[src/rtl/durs_pkg.sv]
`default_nettype none

package durs_pkg;

  localparam int unsigned CFG_W      = 20;
  localparam int unsigned CFG_IDX_W  = 3;
  localparam int unsigned STAMP_W    = 32;
  localparam int unsigned IN_TDATA_W = 40;
  localparam int unsigned OUT_TDATA_W = 104;

  typedef enum logic [CFG_IDX_W-1:0] {
    CFG_QUIET_AFTER_END         = 3'd0,
    CFG_QUIET_AFTER_START       = 3'd1,
    CFG_QUIET_AFTER_OTHER_START = 3'd2,
    CFG_ECHO_TIMEOUT            = 3'd3,
    CFG_PRIMARY_SENSOR          = 3'd4
  } cfg_idx_t;

  localparam logic [CFG_W-1:0] QUIET_AFTER_END_RST         = CFG_W'(10 * 1000);
  localparam logic [CFG_W-1:0] QUIET_AFTER_START_RST       = CFG_W'(35 * 1000);
  localparam logic [CFG_W-1:0] QUIET_AFTER_OTHER_START_RST = CFG_W'(30 * 1000);
  localparam logic [CFG_W-1:0] ECHO_TIMEOUT_RST            = CFG_W'(75000);

endpackage

`default_nettype wire

[src/rtl/dual_ultrasonic_ranging_scheduler_unit.sv]
`default_nettype none

// Scheduler for two ultrasonic echo sensors.
// Input channel (in_*): one item per microsecond tick carrying the timestamp
// and the echo-edge flag of each sensor. Output channel (out_*): exactly one
// item per input item, carrying an optional measurement report and an
// optional trigger request for the sensor to fire next.
// Configuration (cfg_*): write quiet times, echo timeout and primary sensor
// while no item is in progress; out-of-range indexes are ignored.
// An accepted item's result appears on the output register in the
// next cycle. Throughput: one item per clock while out_tready does not stall;
// the whole tick update is one pass of compare and select logic from the
// state registers into the result register.
// A new item is taken when no result is held or the held one is taken in the
// same cycle, so a stall on out_tready back-pressures in_tready one for one.
// Reset (rst_n low, synchronous) clears all stamps, flags and configuration
// to defaults; the first item after reset triggers the primary sensor and
// reports nothing.

module dual_ultrasonic_ranging_scheduler_unit #(
  parameter int unsigned TIME_BITS = 32
) (
  input  wire logic                              clk,
  input  wire logic                              rst_n,
  input  wire logic                              in_tvalid,
  output logic                                   in_tready,
  // now_us[31:0], echo_edge_a, echo_edge_b, zero pad
  input  wire logic [durs_pkg::IN_TDATA_W-1:0]   in_tdata,
  output logic                                   out_tvalid,
  input  wire logic                              out_tready,
  // report_valid, report_sensor, trigger_time[31:0], echo_rise_time[31:0],
  // echo_fall_time[31:0], timed_out, fire_valid, fire_sensor, zero pad
  output logic [durs_pkg::OUT_TDATA_W-1:0]       out_tdata,
  input  wire logic                              cfg_we,
  input  wire logic [durs_pkg::CFG_IDX_W-1:0]    cfg_index,
  input  wire logic [durs_pkg::CFG_W-1:0]        cfg_data
);

  import durs_pkg::*;

  localparam int unsigned CMP_W = (TIME_BITS > CFG_W) ? TIME_BITS : CFG_W;

  typedef logic [TIME_BITS-1:0] stamp_t;

  logic [CFG_W-1:0] quiet_end_r, quiet_start_r, quiet_other_r, timeout_r;
  logic             primary_r;

  stamp_t     trig_r [2];
  stamp_t     rise_r [2];
  stamp_t     fall_r [2];
  logic [1:0] in_flight_r, rise_seen_r;
  logic       active_r, running_r, reported_r;

  stamp_t     trig_nxt [2];
  stamp_t     rise_nxt [2];
  stamp_t     fall_nxt [2];
  logic [1:0] in_flight_nxt, rise_seen_nxt;
  logic       active_nxt, running_nxt, reported_nxt;

  logic                   out_valid_r;
  logic [OUT_TDATA_W-1:0] out_data_r, out_data_nxt;

  stamp_t     now;
  logic [1:0] edge_in;
  stamp_t     el_trig [2];
  stamp_t     el_fall [2];
  logic [1:0] trig_over, fall_over, start_over, other_over, timed, ready;
  logic       accept, a, prim, done, do_fire, fire_s;
  logic       rep_valid, rep_sensor, rep_to;
  logic [STAMP_W-1:0] rep_trig, rep_rise, rep_fall;

  assign in_tready  = !out_valid_r || out_tready;
  assign accept     = in_tvalid && in_tready;
  assign out_tvalid = out_valid_r;
  assign out_tdata  = out_data_r;

  assign now        = TIME_BITS'(in_tdata[STAMP_W-1:0]);
  assign edge_in[0] = in_tdata[STAMP_W];
  assign edge_in[1] = in_tdata[STAMP_W+1];
  assign a          = active_r;
  assign prim       = primary_r;

  always_comb begin
    for (int s = 0; s < 2; s++) begin
      trig_nxt[s] = trig_r[s];
      rise_nxt[s] = rise_r[s];
      fall_nxt[s] = fall_r[s];
    end
    in_flight_nxt = in_flight_r;
    rise_seen_nxt = rise_seen_r;
    active_nxt    = active_r;
    running_nxt   = running_r;
    reported_nxt  = reported_r;

    // take echo edges first
    for (int s = 0; s < 2; s++) begin
      if (in_flight_r[s] && edge_in[s]) begin
        if (!rise_seen_r[s]) begin
          rise_nxt[s]      = now;
          rise_seen_nxt[s] = 1'b1;
        end else begin
          fall_nxt[s]      = now;
          in_flight_nxt[s] = 1'b0;
        end
      end
    end

    for (int s = 0; s < 2; s++) begin
      el_trig[s]    = now - trig_r[s];
      el_fall[s]    = now - fall_nxt[s];
      trig_over[s]  = CMP_W'(el_trig[s]) > CMP_W'(timeout_r);
      fall_over[s]  = CMP_W'(el_fall[s]) > CMP_W'(quiet_end_r);
      start_over[s] = CMP_W'(el_trig[s]) > CMP_W'(quiet_start_r);
      timed[s]      = trig_over[s];
    end
    other_over[0] = CMP_W'(el_trig[1]) > CMP_W'(quiet_other_r);
    other_over[1] = CMP_W'(el_trig[0]) > CMP_W'(quiet_other_r);
    for (int s = 0; s < 2; s++) begin
      ready[s] = in_flight_nxt[s] ? timed[s]
                                  : (fall_over[s] && start_over[s] && other_over[s]);
    end

    rep_valid  = 1'b0;
    rep_sensor = 1'b0;
    rep_trig   = '0;
    rep_rise   = '0;
    rep_fall   = '0;
    rep_to     = 1'b0;
    do_fire    = 1'b0;
    fire_s     = 1'b0;
    done       = !in_flight_nxt[a] || timed[a];

    if (!running_r) begin
      running_nxt = 1'b1;
      do_fire     = 1'b1;
      fire_s      = prim;
    end else if (done) begin
      if (!reported_r) begin
        reported_nxt = 1'b1;
        rep_valid    = 1'b1;
        rep_sensor   = a;
        rep_trig     = STAMP_W'(trig_r[a]);
        rep_rise     = rise_seen_nxt[a] ? STAMP_W'(rise_nxt[a]) : '0;
        rep_fall     = in_flight_nxt[a] ? '0 : STAMP_W'(fall_nxt[a]);
        rep_to       = in_flight_nxt[a];
      end
      if (a == prim && ready[~prim]) begin
        do_fire = 1'b1;
        fire_s  = ~prim;
      end else if (ready[prim]) begin
        do_fire = 1'b1;
        fire_s  = prim;
      end
    end

    if (do_fire) begin
      trig_nxt[fire_s]      = now;
      rise_nxt[fire_s]      = '0;
      fall_nxt[fire_s]      = '0;
      rise_seen_nxt[fire_s] = 1'b0;
      in_flight_nxt[fire_s] = 1'b1;
      active_nxt            = fire_s;
      reported_nxt          = 1'b0;
    end

    out_data_nxt = OUT_TDATA_W'({fire_s, do_fire, rep_to, rep_fall, rep_rise, rep_trig,
                                 rep_sensor, rep_valid});
  end

  always_ff @(posedge clk) begin
    if (!rst_n) begin
      quiet_end_r   <= QUIET_AFTER_END_RST;
      quiet_start_r <= QUIET_AFTER_START_RST;
      quiet_other_r <= QUIET_AFTER_OTHER_START_RST;
      timeout_r     <= ECHO_TIMEOUT_RST;
      primary_r     <= 1'b0;
    end else if (cfg_we) begin
      unique case (cfg_idx_t'(cfg_index))
        CFG_QUIET_AFTER_END:         quiet_end_r   <= cfg_data;
        CFG_QUIET_AFTER_START:       quiet_start_r <= cfg_data;
        CFG_QUIET_AFTER_OTHER_START: quiet_other_r <= cfg_data;
        CFG_ECHO_TIMEOUT:            timeout_r     <= cfg_data;
        CFG_PRIMARY_SENSOR:          primary_r     <= cfg_data[0];
        default: ;
      endcase
    end
  end

  always_ff @(posedge clk) begin
    if (!rst_n) begin
      for (int s = 0; s < 2; s++) begin
        trig_r[s] <= '0;
        rise_r[s] <= '0;
        fall_r[s] <= '0;
      end
      in_flight_r <= '0;
      rise_seen_r <= '0;
      active_r    <= 1'b0;
      running_r   <= 1'b0;
      reported_r  <= 1'b0;
    end else if (accept) begin
      for (int s = 0; s < 2; s++) begin
        trig_r[s] <= trig_nxt[s];
        rise_r[s] <= rise_nxt[s];
        fall_r[s] <= fall_nxt[s];
      end
      in_flight_r <= in_flight_nxt;
      rise_seen_r <= rise_seen_nxt;
      active_r    <= active_nxt;
      running_r   <= running_nxt;
      reported_r  <= reported_nxt;
    end
  end

  always_ff @(posedge clk) begin
    if (!rst_n) begin
      out_valid_r <= 1'b0;
    end else if (accept) begin
      out_valid_r <= 1'b1;
    end else if (out_tready) begin
      out_valid_r <= 1'b0;
    end
  end

  always_ff @(posedge clk) begin
    if (accept) begin
      out_data_r <= out_data_nxt;
    end
  end

endmodule

`default_nettype wire

[config.mk]
export PLATFORM = sky130hd
export DESIGN_NAME = dual_ultrasonic_ranging_scheduler_unit
export DESIGN_NICKNAME = d
export VERILOG_FILES = /design/src/rtl/durs_pkg.sv /design/src/rtl/dual_ultrasonic_ranging_scheduler_unit.sv
export SDC_FILE = /design/constraint.sdc
export NUM_CORES = 1
export LEC_CHECK = 0
export BUFFER_PORTS_ARGS = -buffer_cell sky130_fd_sc_hd__buf_2
export CAP_MARGIN = 5
export CORE_ASPECT_RATIO = 1.75
export CORE_MARGIN = 3
export CORE_UTILIZATION = 45
export DETAILED_ROUTE_END_ITERATION = 16
export MAX_ROUTING_LAYER = met4
export SLEW_MARGIN = 30
export SYNTH_ARGS = -nofsm -noshare
export SYNTH_HDL_FRONTEND = slang
export SYNTH_SLANG_ARGS = --single-unit
export TNS_END_PERCENT = 50
[constraint.sdc]
create_clock -name clk -period 14.35 [get_ports clk]
set_clock_uncertainty 0.1 [all_clocks]
set_input_delay 1.435 -clock clk [delete_from_list [all_inputs] [get_ports clk]]
set_output_delay 1.435 -clock clk [all_outputs]
set_load 0.01 [all_outputs]
Word-level counts from Yosys, hierarchy flattened:

Memories as Yosys holds them, arrays and structs flattened. A register that Yosys moved wholly into a read port is not among the register bits.
Index checks and enable logic that the tools add are counted.

* add/sub/neg operators: 4
* $mul: 0
* div/mod/pow operators: 0
* magnitude comparators: 16
* equality and inequality tests: 5
* shifts and indexed selects: 0
* muxes and demuxes: 66
* bitwise operators: 18
* reduce and logical (&&, ||, !) cells: 29

Operators with widths (number)
* 32-bit 2-to-1 mux: 21
* 32-bit by 20-bit greater-than comparator with 1-bit output: 8
* 64-bit 2-to-1 mux: 3
* 64-bit AND: 2
* 32-bit subtractor: 4
* 64-bit bitwise mux: 1
* 64-bit NOT: 1
* 1-bit 2-to-1 mux: 37
* 32-bit demux with 1-bit select: 1
* 2-bit AND reduction: 7
* 1-bit logical AND: 10
* 1-bit by 2-bit less-than comparator with 1-bit output (second input constant): 4
* 4-bit OR reduction: 2
* 3-bit by 2-bit == test with 1-bit output (second input constant): 2
* 1-bit OR: 6
* 2-bit nonzero test: 3
* 2-bit >= comparator (second input constant): 2
* 2-bit 2-to-1 mux: 2
* 1-bit NOT: 4
* 1-bit NOT with 2-bit output: 2
* 3-bit by 1-bit == test with 1-bit output (second input constant): 1
* 3-bit == test (second input constant): 1
* 3-bit logical NOT: 1
* 3-bit AND reduction: 1
* other kinds (10): 12

* register bits: 190
* bits in latches: 0
* memory bits (writable): 192
* ROM bits: 0
* logic and storage cells: 157
* memories kept: 3

Memories
* fall_r: words 2, width 32, rd ports 2, clocked after Yosys merged registers in 0, write ports 2, line dual_ultrasonic_ranging_scheduler_unit.sv:50 `stamp_t fall_r [2];`
* rise_r: words 2, width 32, rd ports 2, clocked after Yosys merged registers in 0, write ports 2, line dual_ultrasonic_ranging_scheduler_unit.sv:49 `stamp_t rise_r [2];`
* trig_r: words 2, width 32, rd ports 3, clocked after Yosys merged registers in 1, write ports 2, line dual_ultrasonic_ranging_scheduler_unit.sv:48 `stamp_t trig_r [2];`

Longest topological paths before layout:

An unclocked memory read counts as a cell.

* word-level depth: 23
* gate-level depth with buffers: 32
* depth with buffers taken out: 28

Worst setup path after synthesis:

OpenSTA, ideal clock, no wires.

* path type: in2reg
* start: in in_tdata[33] (netlist bit)
* end: mem trig_r[0][0] (netlist bit), enable pin
* library setup time: 574 ps
* arrival: 10460 ps
* data required time: 13676 ps
* path slack: 3216 ps
* stages on the path: 25
* path buffers: 2
* cell sequence: nand3_1 > clkbuf_1 > mux2i_1 > ha_1 > and2_1 > a221o_1 > o21ai_0 > a21oi_1 > nor2b_1 > o21ai_0 > xor2_1 > ha_1 > nand4_1 > nor3_1 > a21boi_0 > or4_1 > a2111oi_0 > and4b_1 > nand4_1 > nor4_1 > o22ai_1 > a32o_1 > buf_2 > nor3_1 > o21ai_0

RTL lines
* start: declaration: line dual_ultrasonic_ranging_scheduler_unit.sv:28 `input wire logic [durs_pkg::IN_TDATA_W-1:0] in_tdata,`
* end: declaration: line dual_ultrasonic_ranging_scheduler_unit.sv:48

==> results.txt <==
endpoints failing setup - 0
Post-CTS Resized - 0
post-route cell area - 30900 um^2
TritonCTS clock tree - built
met3 usage in global routing - 0.0359
met2 usage - 0.544
global-route wire length before repair - 146000 um
Synth Area in XOR/XNOR - 0.0309
CP endpoint kind - flop
Compound-Gate Fraction of Synth Area - 0.168
CTS Sinks - 382
post-synthesis sequential area ratio - 0.377
CP max stage cell - buf_4
number of global-route vias before repair - 23600
Area growth syn-to-layout - 10.1%
Critical Path AT - 10620 ps
max_cap viols - 0
unrepaired setup endpoints after global routing - false
post-synthesis mux area share - 0.0834
status - completed
Post-Syn Area - 28100 um^2
worst vdd rail ir drop - 102 uV
H-tree Lvls - 2
routing usage on met1 - 0.325
Initial DRT Pass Iterations - 5
gr ovfl total - 0
Core Util, Final - 0.503
startpoint types - input port
leakage power - 12.8 nW
placed inst area - 29600 um^2
most frequent cells in the layout - 388 x nand2_1, 293 x edfxtp_1, 286 x ha_1
layout cells sized above 1 - 0.101
num rows - 120
Total Power - 0.00350 W
Die X - 195 um
DR iter-0 viols - 1385
io pins - 174
Async SR Flop Fraction - 0
Final #Nets - 3475
largest net degree at the start of global routing - 98
Post-route DRC - 0
Die Height - 336 um
most common cell after layout, fill and taps aside - nand2_1
Synth Instances - 3039
routed vias - 23700
synth warn - 0
top_reg_cell synth - edfxtp_1
Total Neg Setup Slack - 0 ps
Initial Utilization - 0.457
WL final - 98600 um
Slew HR - 0.339
Final Critical Period - 10300 ps
Final Hold Vio Count - 0
drt via density - 6.01
Routed Antenna Nets - 0
Netlist cell types - 84
worst min-delay path class - reg -> reg
Synth Area in Simple Gates - 0.165
postcts setup bufs - 0
adder-cell share of the synthesized area - 0.130
CTS Buf Count - 39
crit path kind - in -> reg
die area - 65500 um^2
GRT busiest layer - met2
final slew viol count - 0
Fill cells - 5785
share of Yosys cell area claimed by the top area cell type - 0.314
Avg Synthesized Cell Area - 9.23 um^2
CTS max path bufs - 3
flops & latches, synth - 382
Pwr Density - 113 nW/um^2
WHS - 355 ps
worst path required time - 14670 ps
period utilization - 0.718
routed length per placed instance - 25.0 um
Worst-Skew Late Latency - 610 ps
initial antenna violation count - 3
number of flops mapped to enable cells by yosys - 293
top post-synthesis cells by area - edfxtp_1 31%, ha_1 13%, mux2i_1 7.8%
CP Max Fanout - 56
PortBufs - 164
combinational family with the most area after synthesis - compound AO/OA/AOI/OAI gates
# hold bufs at CTS - 0
Worst Tran Pin Value - 984 ps
CTS clk-pin slew, worst paths - 70 ps
post-DP HPWL - 73700 um
clock root buffer - clkbuf_16
CP peak stage delay - 610 ps
core area - 61400 um^2
largest area contributor in the netlist - edfxtp_1
most used cell, CP - a21oi_1
FMAX - 97.1 MHz
Routability Congestion - 0.956
Total GRT Usage - 0.301
[path summary, 6_finish.rpt]
path	from	to	slack, ps	depth (start not counted)
worst min register to register	quiet_start_r[19]	quiet_start_r[19]	350	2
worst max-delay path	in_tdata[33]	fall_r[0][33]	4050	28
worst min-delay path	quiet_start_r[19]	quiet_start_r[19]	350	2
worst max register to register	in_flight_r[1]	fall_r[0][33]	4530	27
[metal layers]
metal | vias up | wire [um] | part of all wire
met3 | 196 | 4250 | 0.043
met5 | - | 0 | 0
li1 | 11300 | - | -
met1 | 11500 | 37100 | 0.38
met4 | 0 | 5870 | 0.060
met2 | 678 | 51400 | 0.52
[worst max-delay path: cells and delay by family]
kind	cells	cell delay, ps
mux	1	540
fa+ha+maj	2	630
xor+xnor	1	150
simple gates	8	2770
buf+inv	4	1720
compound gates	12	3150
[logic make-up (layout without fill, tap and decap cells)]
kind of cell | after synthesis | in the layout
AO/OA/AOI/OAI | 735 | 735
XOR/XNOR | 99 | 99
adder cells (fa/ha/maj) | 290 | 290
buffers and inverters | 326 | 433
flip-flops | 382 | 382
multiplexers | 232 | 232
other | 1 | 5
AND/OR/NAND/NOR | 974 | 974
[flip-flops by register name, indices dropped and copies added (netlist names), 2 cells and up]
name           count
fall_r            64
quiet_other_r     20
trig_r            64
rise_r            64
rise_seen_r        2
out_tdata        101
quiet_start_r     20
quiet_end_r       20
in_flight_r        2
timeout_r         20
[through the flow]
stage                     cells  setup slack (ps)
after floorplan            3041              3220
final                      3943              4050
after global placement     3867              3730
after detailed placement   3869              3610
after global routing       3943              3680
after CTS                  3941              4220
[power breakdown]
| group | switching [W] | leakage, nW | total, W | internal [W] |
|---|---|---|---|---|
| clock | 0.000489 | 0.614 | 0.00107 | 0.000585 |
| combinational | 0.000739 | 8.31 | 0.00113 | 0.000394 |
| sequential | 0.0000313 | 3.85 | 0.00129 | 0.00126 |
| total | 0.00126 | 12.8 | 0.00350 | 0.00224 |
[cells in the mapped netlist (59+ instances only)]
library cell	instances
ha_1	286
a21oi_1	262
and2_1	64
edfxtp_1	293
o21ai_0	113
mux2i_1	218
nand2_1	390
inv_1	169
nor2_1	188
nand4_1	73
clkbuf_1	140
dfxtp_1	89
nor3_1	90
a21o_1	59
a211oi_1	88
[cell type report]
class,instances,area [um^2],area share
clock buffer,48,1010,0.0327
clock inverter,24,294,0.00952
tap,793,992,0.0321
sequential,382,10600,0.343
timing repair buffer,190,1050,0.0340
inverter,171,649,0.0210
antenna,2,5.00,0.000162
multi-input combinational,2333,16300,0.528
Note: power is estimated with default switching activity, not from simulation.
